File: config.mk
export PLATFORM = sky130hd
export DESIGN_NAME = framed_command_receiver_xor_check_top
export DESIGN_NICKNAME = d
export VERILOG_FILES = /design/src/fcr_pkg.sv /design/src/framed_command_receiver_xor_check_top.sv /design/src/fcr_parser.sv /design/src/fcr_out_reg.sv
export SDC_FILE = /design/constraint.sdc
export NUM_CORES = 1
export LEC_CHECK = 0
export ABC_AREA = 1
export BUFFER_PORTS_ARGS = -buffer_cell sky130_fd_sc_hd__buf_2
export CAP_MARGIN = 20
export CELL_PAD_IN_SITES_DETAIL_PLACEMENT = 0
export CELL_PAD_IN_SITES_GLOBAL_PLACEMENT = 1
export CORE_MARGIN = 1.5
export CORE_UTILIZATION = 41
export CTS_BUF_LIST = sky130_fd_sc_hd__clkbuf_4 sky130_fd_sc_hd__clkbuf_8 sky130_fd_sc_hd__clkbuf_16
export DETAILED_ROUTE_END_ITERATION = 8
export GPL_TIMING_DRIVEN = 0
export HOLD_SLACK_MARGIN = 0.06
export PLACE_DENSITY = 0.84
export SYNTH_ARGS = -nofsm -noshare
export SYNTH_HDL_FRONTEND = slang
export SYNTH_SLANG_ARGS = --single-unit
File: constraint.sdc
create_clock -name clk -period 4.3 [get_ports clk]
set_clock_uncertainty 0.15 [all_clocks]
set_input_delay 0 -clock clk [delete_from_list [all_inputs] [get_ports clk]]
set_output_delay 0 -clock clk [all_outputs]
set_load 0.1 [all_outputs]
File: src/fcr_pkg.sv
`timescale 1ns / 1ps
// ----------------------------------------------------------------------------
// fcr_pkg
// Shared types and constants of the framed command receiver.
// ----------------------------------------------------------------------------
package fcr_pkg;

	localparam int MaxPayload = 5;
	localparam int StoreIdxW  = (MaxPayload > 1) ? $clog2(MaxPayload) : 1;
	localparam int NumPayloadOut = 5;

	localparam logic [7:0] StartByte   = 8'hFE;
	localparam logic [7:0] LedGroup    = 8'h40;
	localparam logic [7:0] CodeLed1Off = 8'h10;
	localparam logic [7:0] CodeLed1On  = 8'h11;
	localparam logic [7:0] CodeLed2Off = 8'h20;
	localparam logic [7:0] CodeLed2On  = 8'h21;

	typedef enum logic [2:0] {
		POS_IDLE  = 3'd0,
		POS_LEN   = 3'd1,
		POS_GROUP = 3'd2,
		POS_CODE  = 3'd3,
		POS_DATA  = 3'd4,
		POS_CHECK = 3'd5
	} pos_t;

	typedef enum logic [1:0] {
		ST_GOOD     = 2'd0,
		ST_MISMATCH = 2'd1,
		ST_TOO_LONG = 2'd2
	} status_t;

	typedef struct packed {
		status_t                          status;
		logic [7:0]                       length;
		logic [7:0]                       group;
		logic [7:0]                       code;
		logic [NumPayloadOut-1:0][7:0]    payload;
		logic                             led_one;
		logic                             led_two;
	} result_t;

endpackage

File: src/framed_command_receiver_xor_check_top.sv
`timescale 1ns / 1ps
// A check byte is held in the input register; its result is then loaded into the result register.
// Throughput: one byte per cycle; the input register drains into the parser
// each cycle unless a result is due and the result register is still full.
// Reset: arst_n clears the frame position, header, XOR, LED flags and valid
// bits at once; the payload store is not cleared and needs no clearing pass.
// ----------------------------------------------------------------------------
// framed_command_receiver_xor_check_top
// Byte-stream frame receiver with XOR check and LED command decode.
// ----------------------------------------------------------------------------
module framed_command_receiver_xor_check_top (
	input  logic       clk,
	input  logic       arst_n,
	input  logic       rx_valid,
	output logic       rx_ready,
	input  logic [7:0] rx_byte,
	output logic       res_valid,
	input  logic       res_ready,
	output logic [1:0] status,
	output logic [7:0] length_out,
	output logic [7:0] command_group,
	output logic [7:0] command_code,
	output logic [7:0] payload_0,
	output logic [7:0] payload_1,
	output logic [7:0] payload_2,
	output logic [7:0] payload_3,
	output logic [7:0] payload_4,
	output logic       led_one_on,
	output logic       led_two_on
);

	logic             valid_s1;
	logic [7:0]       byte_s1;
	logic             emits;
	logic             slot_ready;
	logic             advance;
	fcr_pkg::result_t result;
	fcr_pkg::result_t res_data;

	// hold the byte only when its result has nowhere to go
	assign advance  = valid_s1 && (!emits || slot_ready);
	assign rx_ready = !valid_s1 || advance;

	always_ff @(posedge clk or negedge arst_n) begin
		if (!arst_n) begin
			valid_s1 <= 1'b0;
		end else if (rx_ready) begin
			valid_s1 <= rx_valid;
		end
	end

	always_ff @(posedge clk) begin
		if (rx_valid && rx_ready)
			byte_s1 <= rx_byte;
	end

	fcr_parser u_parser (
		.clk     (clk),
		.arst_n  (arst_n),
		.step    (advance),
		.rx_byte (byte_s1),
		.emits   (emits),
		.result  (result)
	);

	fcr_out_reg u_out (
		.clk        (clk),
		.arst_n     (arst_n),
		.load       (advance && emits),
		.load_data  (result),
		.load_ready (slot_ready),
		.res_valid  (res_valid),
		.res_ready  (res_ready),
		.res_data   (res_data)
	);

	assign status        = res_data.status;
	assign length_out    = res_data.length;
	assign command_group = res_data.group;
	assign command_code  = res_data.code;
	assign payload_0     = res_data.payload[0];
	assign payload_1     = res_data.payload[1];
	assign payload_2     = res_data.payload[2];
	assign payload_3     = res_data.payload[3];
	assign payload_4     = res_data.payload[4];
	assign led_one_on    = res_data.led_one;
	assign led_two_on    = res_data.led_two;

endmodule

File: src/fcr_parser.sv
`timescale 1ns / 1ps
// ----------------------------------------------------------------------------
// fcr_parser
// Frame state machine, header and payload store, running XOR and LED flags.
// ----------------------------------------------------------------------------
module fcr_parser (
	input  logic              clk,
	input  logic              arst_n,
	input  logic              step,
	input  logic [7:0]        rx_byte,
	output logic              emits,
	output fcr_pkg::result_t  result
);

	fcr_pkg::pos_t pos_q, pos_d;
	logic [7:0] count_q, count_d;
	logic [7:0] length_q, length_d;
	logic [7:0] group_q, group_d;
	logic [7:0] code_q, code_d;
	logic [7:0] acc_q, acc_d;
	logic       led_one_q, led_one_d;
	logic       led_two_q, led_two_d;
	logic [7:0] store_q [fcr_pkg::MaxPayload];
	logic       too_long;
	logic       good;
	logic [7:0] count_inc;

	assign count_inc = count_q + 8'd1;
	assign too_long  = length_q > 8'(fcr_pkg::MaxPayload);
	assign good      = !too_long && (rx_byte == acc_q);
	assign emits     = (pos_q == fcr_pkg::POS_CHECK);

	// next position
	always_comb begin
		pos_d = fcr_pkg::POS_IDLE;
		case (pos_q)
			fcr_pkg::POS_LEN:   pos_d = fcr_pkg::POS_GROUP;
			fcr_pkg::POS_GROUP: pos_d = fcr_pkg::POS_CODE;
			fcr_pkg::POS_CODE:  pos_d = (length_q == 8'd0) ? fcr_pkg::POS_CHECK
			                                              : fcr_pkg::POS_DATA;
			fcr_pkg::POS_DATA:  pos_d = (count_inc >= length_q) ? fcr_pkg::POS_CHECK
			                                                   : fcr_pkg::POS_DATA;
			fcr_pkg::POS_CHECK: pos_d = fcr_pkg::POS_IDLE;
			default:            pos_d = (rx_byte == fcr_pkg::StartByte) ? fcr_pkg::POS_LEN
			                                                          : fcr_pkg::POS_IDLE;
		endcase
	end

	// datapath updates and result
	always_comb begin
		count_d   = count_q;
		length_d  = length_q;
		group_d   = group_q;
		code_d    = code_q;
		acc_d     = acc_q;
		led_one_d = led_one_q;
		led_two_d = led_two_q;
		case (pos_q)
			fcr_pkg::POS_LEN: begin
				length_d = rx_byte;
				acc_d    = rx_byte;
				count_d  = 8'd0;
			end
			fcr_pkg::POS_GROUP: begin
				group_d = rx_byte;
				acc_d   = acc_q ^ rx_byte;
			end
			fcr_pkg::POS_CODE: begin
				code_d = rx_byte;
				acc_d  = acc_q ^ rx_byte;
			end
			fcr_pkg::POS_DATA: begin
				acc_d   = acc_q ^ rx_byte;
				count_d = count_inc;
			end
			fcr_pkg::POS_CHECK: begin
				if (good && group_q == fcr_pkg::LedGroup) begin
					case (code_q)
						fcr_pkg::CodeLed1Off: led_one_d = 1'b0;
						fcr_pkg::CodeLed1On:  led_one_d = 1'b1;
						fcr_pkg::CodeLed2Off: led_two_d = 1'b0;
						fcr_pkg::CodeLed2On:  led_two_d = 1'b1;
						default:              ;
					endcase
				end
			end
			default: ;
		endcase

		if (too_long)
			result.status = fcr_pkg::ST_TOO_LONG;
		else if (!good)
			result.status = fcr_pkg::ST_MISMATCH;
		else
			result.status = fcr_pkg::ST_GOOD;
		result.length  = length_q;
		result.group   = group_q;
		result.code    = code_q;
		for (int k = 0; k < fcr_pkg::NumPayloadOut; k++) begin
			if (k < fcr_pkg::MaxPayload && 8'(k) < length_q)
				result.payload[k] = store_q[k];
			else
				result.payload[k] = 8'd0;
		end
		result.led_one = led_one_d;
		result.led_two = led_two_d;
	end

	always_ff @(posedge clk or negedge arst_n) begin
		if (!arst_n) begin
			pos_q     <= fcr_pkg::POS_IDLE;
			count_q   <= 8'd0;
			length_q  <= 8'd0;
			group_q   <= 8'd0;
			code_q    <= 8'd0;
			acc_q     <= 8'd0;
			led_one_q <= 1'b0;
			led_two_q <= 1'b0;
		end else if (step) begin
			pos_q     <= pos_d;
			count_q   <= count_d;
			length_q  <= length_d;
			group_q   <= group_d;
			code_q    <= code_d;
			acc_q     <= acc_d;
			led_one_q <= led_one_d;
			led_two_q <= led_two_d;
		end
	end

	// store only the first bytes that fit; the rest still enter the XOR
	always_ff @(posedge clk) begin
		if (step && pos_q == fcr_pkg::POS_DATA &&
		    count_q < 8'(fcr_pkg::MaxPayload))
			store_q[count_q[fcr_pkg::StoreIdxW-1:0]] <= rx_byte;
	end

endmodule

File: src/fcr_out_reg.sv
`timescale 1ns / 1ps
// ----------------------------------------------------------------------------
// fcr_out_reg
// Result register; holds one finished result until its transfer.
// ----------------------------------------------------------------------------
module fcr_out_reg (
	input  logic              clk,
	input  logic              arst_n,
	input  logic              load,
	input  fcr_pkg::result_t  load_data,
	output logic              load_ready,
	output logic              res_valid,
	input  logic              res_ready,
	output fcr_pkg::result_t  res_data
);

	logic             valid_q;
	fcr_pkg::result_t data_q;

	assign load_ready = !valid_q || res_ready;
	assign res_valid  = valid_q;
	assign res_data   = data_q;

	always_ff @(posedge clk or negedge arst_n) begin
		if (!arst_n) begin
			valid_q <= 1'b0;
		end else if (load_ready) begin
			valid_q <= load;
		end
	end

	always_ff @(posedge clk) begin
		if (load && load_ready)
			data_q <= load_data;
	end

endmodule

== Yosys cells after proc, flatten, opt, wreduce, memory -nomap -nowiden ==
Memories as Yosys holds them, arrays and structs flattened. A register that Yosys moved wholly into a read port is not among the register bits.
Index checks and enable logic that the tools add are counted.

* Output and inout port bits: 70
* Register bits: 83
* Memories kept: 1
* Word-level logic and storage cells: 84
* Memory bits (writable): 40
* Bits of input ports: 12

{| class="wikitable"
|+ Memories
! memory !! depth !! width !! rd ports !! clocked after Yosys merged registers in !! wr ports !! RTL line !! source
|-
| u_parser.store_q || 5 || 8 || 5 || 5 || 1 || fcr_parser.sv:23 || <nowiki>logic [7:0] store_q [fcr_pkg::MaxPayload];</nowiki>
|}

* Eq/ne operators: 12
* Bitwise gates (word level): 1
* $lt $le $gt $ge: 8
* Add/sub/neg operators: 1
* Reductions and logical operators: 29
* Multiplexer cells: 15

{| class="wikitable"
|+ Operator list
! cell !! count
|-
| case mux 8 bit (2 select lines) || 2
|-
| == test 8 x 5 -> 1 bit, second input constant || 2
|-
| == test 8 x 6 -> 1 bit, second input constant || 2
|-
| < comparator 1 x 8 -> 1 bit, first input constant || 2
|-
| < comparator 2 x 8 -> 1 bit, first input constant || 2
|-
| case mux 3 bit (5 select lines) || 1
|-
| 2-to-1 mux 1 bit || 10
|-
| AND reduction 2 bit || 5
|-
| logical NOT 1 bit || 9
|-
| adder 8 x 1 -> 8 bit, second input constant || 1
|-
| == test 8 x 7 -> 1 bit, second input constant || 1
|-
| == test 8 bit || 1
|-
| == test 8 bit, second input constant || 1
|-
| >= comparator 8 bit || 1
|-
| greater-than comparator 8 x 3 -> 1 bit, second input constant || 1
|-
| logical AND 1 bit || 8
|-
| logical NOT 8 bit || 1
|-
| < comparator 3 x 8 -> 1 bit, first input constant || 1
|-
| < comparator 8 x 3 -> 1 bit, second input constant || 1
|-
| XOR 8 bit || 1
|-
| == test 3 x 2 -> 1 bit, second input constant || 2
|-
| == test 3 bit, second input constant || 2
|-
| case mux 1 bit (2 select lines) || 2
|-
| nonzero test 2 bit || 2
|-
| 3 further kinds || 5
|}

== Depth between registers and ports, before layout ==
* Word-level depth: 8
* Mapped depth: 15
* Mapped depth without buffers: 14

== Hierarchy ==
A second synthesis with hierarchy kept.

* Cells, all modules: 550
* Area total of the unflattened synthesis: 6498.7 µm²

{| class="wikitable"
|+ Modules (own cells, without submodules)
! module !! sequential area each (µm²) !! area an instance (µm²) !! times used !! cells each
|-
| fcr_parser || 2327.2 || 4101.4 || 1 || 458
|-
| fcr_out_reg || 2067.0 || 2087.0 || 1 || 74
|-
| framed_command_receiver_xor_check_top || 265.3 || 310.3 || 1 || 18
|}

== Least setup slack after synthesis ==
No wires, ideal clock.

* Kind: reg-to-reg
* Start point: register u_out.valid_q, in the netlist u_out.res_valid
* End point: register u_out.data_q (netlist bit u_out.res_data[0]) (enable)
* Clock period less this slack: 4.646 ns
* Buffers on the path: 0
* Setup time: 0.494 ns
* Cell stages (with the launch flop): 6
* Arrival: 4.002 ns
* Setup slack: -0.346 ns
* Required time: 3.656 ns
* Cells stage by stage: dfrtp_1 > inv_1 > nor2_1 > nand2_2 > nand2_4 > nor2_1

* Cells in the longest elaborated chain, start to end: 6

{| class="wikitable"
|+ RTL lines
! what !! RTL line !! source
|-
| start: declaration || fcr_out_reg.sv:17 || <nowiki>logic valid_q;</nowiki>
|-
| start signal: assignment || fcr_out_reg.sv:28 || <nowiki>valid_q <= load;</nowiki>
|-
| logical NOT 1 bit (*) || fcr_out_reg.sv:20 || <nowiki>assign load_ready = !valid_q || res_ready;</nowiki>
|-
| logical OR 1 bit (*) || fcr_out_reg.sv:20 ||
|-
| logical OR 1 bit || framed_command_receiver_xor_check_top.sv:41 || <nowiki>assign advance = valid_s1 && (!emits || slot_ready);</nowiki>
|-
| logical AND 1 bit || framed_command_receiver_xor_check_top.sv:41 ||
|-
| logical AND 1 bit || framed_command_receiver_xor_check_top.sv:69 || <nowiki>.load (advance && emits),</nowiki>
|-
| logical AND 1 bit (*) || fcr_out_reg.sv:33 || <nowiki>if (load && load_ready)</nowiki>
|-
| end signal: assignment || fcr_out_reg.sv:34 || <nowiki>data_q <= load_data;</nowiki>
|-
| end: declaration || fcr_out_reg.sv:18 || <nowiki>fcr_pkg::result_t data_q;</nowiki>
|}

Every way passes the cells marked *; elsewhere a longest branch is shown, timed or not.
A chain may end at the register's enable or synchronous reset.

== Worst setup path after layout ==
* Start point: register u_parser.pos_q[2]
* End point: memory u_parser.store_q[4][7] (enable)

* Cells in the longest elaborated chain, start to end: 8
* Elaborated cells between the ends (all ways): 9
* Those cells by class: eq/ne (2); mux (2); reduce/logical (5)

{| class="wikitable"
|+ RTL lines
! what !! RTL line !! source
|-
| start: declaration || fcr_parser.sv:15 || <nowiki>fcr_pkg::pos_t pos_q, pos_d;</nowiki>
|-
| start signal: assignment || fcr_parser.sv:111 || <nowiki>pos_q <= fcr_pkg::POS_IDLE;</nowiki>
|-
| start signal: assignment || fcr_parser.sv:120 || <nowiki>pos_q <= pos_d;</nowiki>
|-
| == test 3 bit || fcr_parser.sv:31 || <nowiki>assign emits = (pos_q == fcr_pkg::POS_CHECK);</nowiki>
|-
| logical NOT 1 bit || framed_command_receiver_xor_check_top.sv:41 ||
|-
| logical OR 1 bit || framed_command_receiver_xor_check_top.sv:41 ||
|-
| logical AND 1 bit || framed_command_receiver_xor_check_top.sv:41 ||
|-
| logical AND 1 bit (*) (2 in a row) || fcr_parser.sv:133 || <nowiki>if (step && pos_q == fcr_pkg::POS_DATA &&</nowiki>
|-
| 2-to-1 mux 1 bit (*) || fcr_parser.sv:133 ||
|-
| 2-to-1 mux 1 bit (not written as such) (*) || fcr_parser.sv:135 || <nowiki>store_q[count_q[fcr_pkg::StoreIdxW-1:0]] <= rx_byte;</nowiki>
|-
| end: declaration || fcr_parser.sv:23 ||
|}

Marks and branches as above.

==> flow_summary_export.csv <==
group,metric,value,unit
outcome,outcome,"complete, no violations",
sta,rsz0062_at_grt,"no",
min_path,min-delay-start,"rx_byte[5]",
min_path,hp-class,"primary input to register",
routing,firstDrtPassIters,5,
grt,grt_pass1_vias,4317,
sta,fin_setup_tns,0,ns
floorplan,die_h,129.9,um
logic_synthesis,synth.area.top_cells,"edfxtp_1 53%, dfrtp_1 18%, nand2_1 7.0%",
sta,hold_violations,0,
final_layout,drive_above_1_share,20.57,%
sta,worst_pin_slew,1.049,ns
setup_path,critPathArrivalTime,2.71,ns
power,power,0.005019,W
cts,cts_num_sinks,163,
logic_synthesis,synth_nets,595,
power,p_clk_share,31.2,%
routing,viasPerCell,4.831,
sta,setup_violations,0,
grt,grt_antenna_before_repair,0,
cts,cts_buffer_depth,2,
routing,detail-route-antenna-nets,0,
grt,grt_pass1_wl,21780,um
final_layout,num-fill-cells,1326,
logic_synthesis,synth_cell_types,31,
cts,cts-buffers-inserted,17,
sta,fin_crit_sh,65.38,%
sta,relSlewSlack,29.56,%
final_layout,antenna_cells,0,
placement,io_buffers,81,
cts,clk_root_buffer_cell,"clkbuf_16",
grt,grt.busiest_layer,"met2",
cts,cts_tree,"built",
cts,path_clk_slew,0.07,ns
setup_path,critPathRequiredTime,4.20,ns
routing,wl_per_cell,14.81,um
floorplan,core_area,0.01583,mm2
routing,drtIter0Drc,362,
cts,htreeDepth,4,
grt,grt_util_met1,22.06,%
logic_synthesis,syn_area,0.006606,mm2
run,cap_violations,0,
final_layout,syn_to_final_growth,23.01,%
routing,drc,0,
grt,use_met2,28.26,%
logic_synthesis,ys_seq_area_share,70.53,%
power,irDropWorstVdd,0.3328,mV
placement,dp_cells,872,
sta,clock.fmax,0.3557,GHz
logic_synthesis,synth_common_cells,"123 x nand2_1, 116 x edfxtp_1, 97 x inv_1, 64 x nor2_1, 47 x dfrtp_1",
logic_synthesis,synth_seq_cells,163,
floorplan,die_area,0.01688,mm2
grt,overflow,0,
sta,drv_slew,0,
logic_synthesis,postSynthAreaPerCell,11.53,um2
routing,vias,4449,
routing,routed_wirelength,13640,um
power,p_sw_share,35.36,%
cts,clkLatencyLatePin,0.44,ns
logic_synthesis,synth_cells,573,
logic_synthesis,yosysWarnings,0,
setup_path,end_kind,"register",
setup_path,r2r_start,"u_parser.pos_q[2]",
power,pwr-share-seq,43.4,%
placement,gp_congestion,0.8649,
power,p_int,0.003245,W
setup_path,start_kind,"register",
power,combPwrFrac,25.4,%
sta,finalWorstSetupSlack,1.489,ns
final_layout,fin_util,51.34,%
placement,dp_hpwl,9201,um
power,power_density,617.6,mW/mm2
grt,grt_max_degree,48,
logic_synthesis,ys.flop_type,"edfxtp_1",
sta,post-route-min-period,2.811,ns
setup_path,crit_type,"register to register",
floorplan,initial_utilization,41.74,%
logic_synthesis,synth_top_area_cell,"edfxtp_1",
placement,place_ws,1.477,ns
grt,grt_util_met3,5.699,%
final_layout,stdcell_count,921,
final_layout,nNetsFinal,714,
power,p_leak,3.616,nW
logic_synthesis,synthArstFlopShare,28.83,%
floorplan,pin_count,82,
logic_synthesis,yosysTopAreaCellShare,52.73,%
setup_path,cp-startpoint,"u_parser.pos_q[2]",
logic_synthesis,post-synth-top-count-cell,"nand2_1",
floorplan,die_w,129.9,um
power,switchingPower,0.001775,W
grt,grt_usage,17.54,%
logic_synthesis,synth-edff-count,116,
setup_path,crit_fanout,8,
floorplan,num_rows,46,
path summary, 6_finish.rpt:
check	to	slack (ns)	depth (start not counted)
worst max-delay path	u_parser.store_q[4][7]	1.49	6
worst min-delay path	byte_s1[5]	0.15	2
worst max register to register	u_parser.store_q[4][7]	1.49	6
worst min register to register	u_out.res_data[48]	0.33	0
max in group asynchronous	u_parser.count_q[4]	3.18	4
min in group asynchronous	u_parser.group_q[0]	0.35	3
flip-flops by register name (all words and copies together) (netlist names), 3 cells and up:
signal             cells
u_parser.code_q        8
u_parser.length_q      8
u_out.res_data        68
u_parser.acc_q         8
u_parser.group_q       8
u_parser.pos_q         3
u_parser.store_q      40
byte_s1                8
u_parser.count_q       8
repair_timing:
item,CTS,global route
hold endpoints to repair,69,7
hold buffers,11,1
buffers inserted,0,0
resized for setup,0,0
cells by family (layout without fill, tap and decap cells):
logic type / after synthesis / in the layout / synth area share (%)
AND/OR/NAND/NOR: 229 / 229 / 15.23
flip-flops: 163 / 163 / 70.53
buffers and inverters: 106 / 238 / 6.402
AO/OA/AOI/OAI: 60 / 60 / 5.284
adder cells (fa/ha/maj): 10 / 10 / 1.894
XOR/XNOR: 5 / 5 / 0.6628
power groups by stage:
stage / logic (W) / registers [W] / clock network (W)
after global routing: 0.00142 / 0.00221 / 0.00166
after detailed placement: 0.00125 / 0.00221 / 0
final: 0.00127 / 0.00218 / 0.00157
after floorplan: 0.000694 / 0.00245 / 0
after CTS: 0.00127 / 0.00218 / 0.00159
after global placement: 0.00120 / 0.00220 / 0
worst max-delay path, cell delays in order, from the launching register on:
cell and delay (ns):
dfrtp_1 0.43, inv_2 0.09, nor3_2 0.25, nand2_1 0.28, inv_1 0.25, nand3_1 0.15
nor3_1 0.82
layer usage:
| metal | up-vias | part of all wire [%] |
|---|---|---|
| li1 | 2122 | - |
| met1 | 2140 | 43 |
| met2 | 162 | 48 |
| met3 | 25 | 6.6 |
| met4 | 0 | 2.5 |
| met5 | - | 0 |
final cells by class:
class / instances / area (um2) / share of cell area, %
inverter: 100 / 377.9 / 4.650
clock buffer: 17 / 425.4 / 5.235
tap: 216 / 270.3 / 3.326
sequential: 163 / 4659 / 57.34
buffer: 6 / 45.04 / 0.5543
timing repair buffer: 100 / 625.6 / 7.698
clock inverter: 15 / 191.4 / 2.356
multi-input combinational: 304 / 1531 / 18.85
cell usage in the layout, fill, tap and decap left out, types with 2 or more instances in the layout:
master,synthesis,routed
nand2_1,123,123
edfxtp_1,116,116
inv_1,97,97
buf_2,3,84
nor2_1,64,63
dfrtp_1,47,47
o21ai_0,40,40
clkbuf_16,0,17
dlygate4sd3_1,0,12
ha_1,10,10
nand3_1,9,9
nand4_1,9,9
o211ai_1,9,9
nor3_1,8,8
inv_6,0,6
xor2_1,5,5
o22ai_1,5,5
nor2_4,3,4
nand2_4,4,4
nor3_2,3,3
clkinv_4,0,3
bufinv_16,0,3
inv_2,2,2
nor2_2,2,2
buf_6,2,2
a21oi_1,2,2
buf_16,0,2
clkbuf_2,0,2
clkbuf_4,0,2
stage by stage:
step	hold WS (ns)	area [um2]
floorplan	-0.4456	6609
global placement	0.05620	7284
detailed placement	0.04866	7345
CTS	0.1362	8071
global route	0.1611	8127
finish	0.1486	8127
No activity file was read; power rests on OpenSTA's default activity.
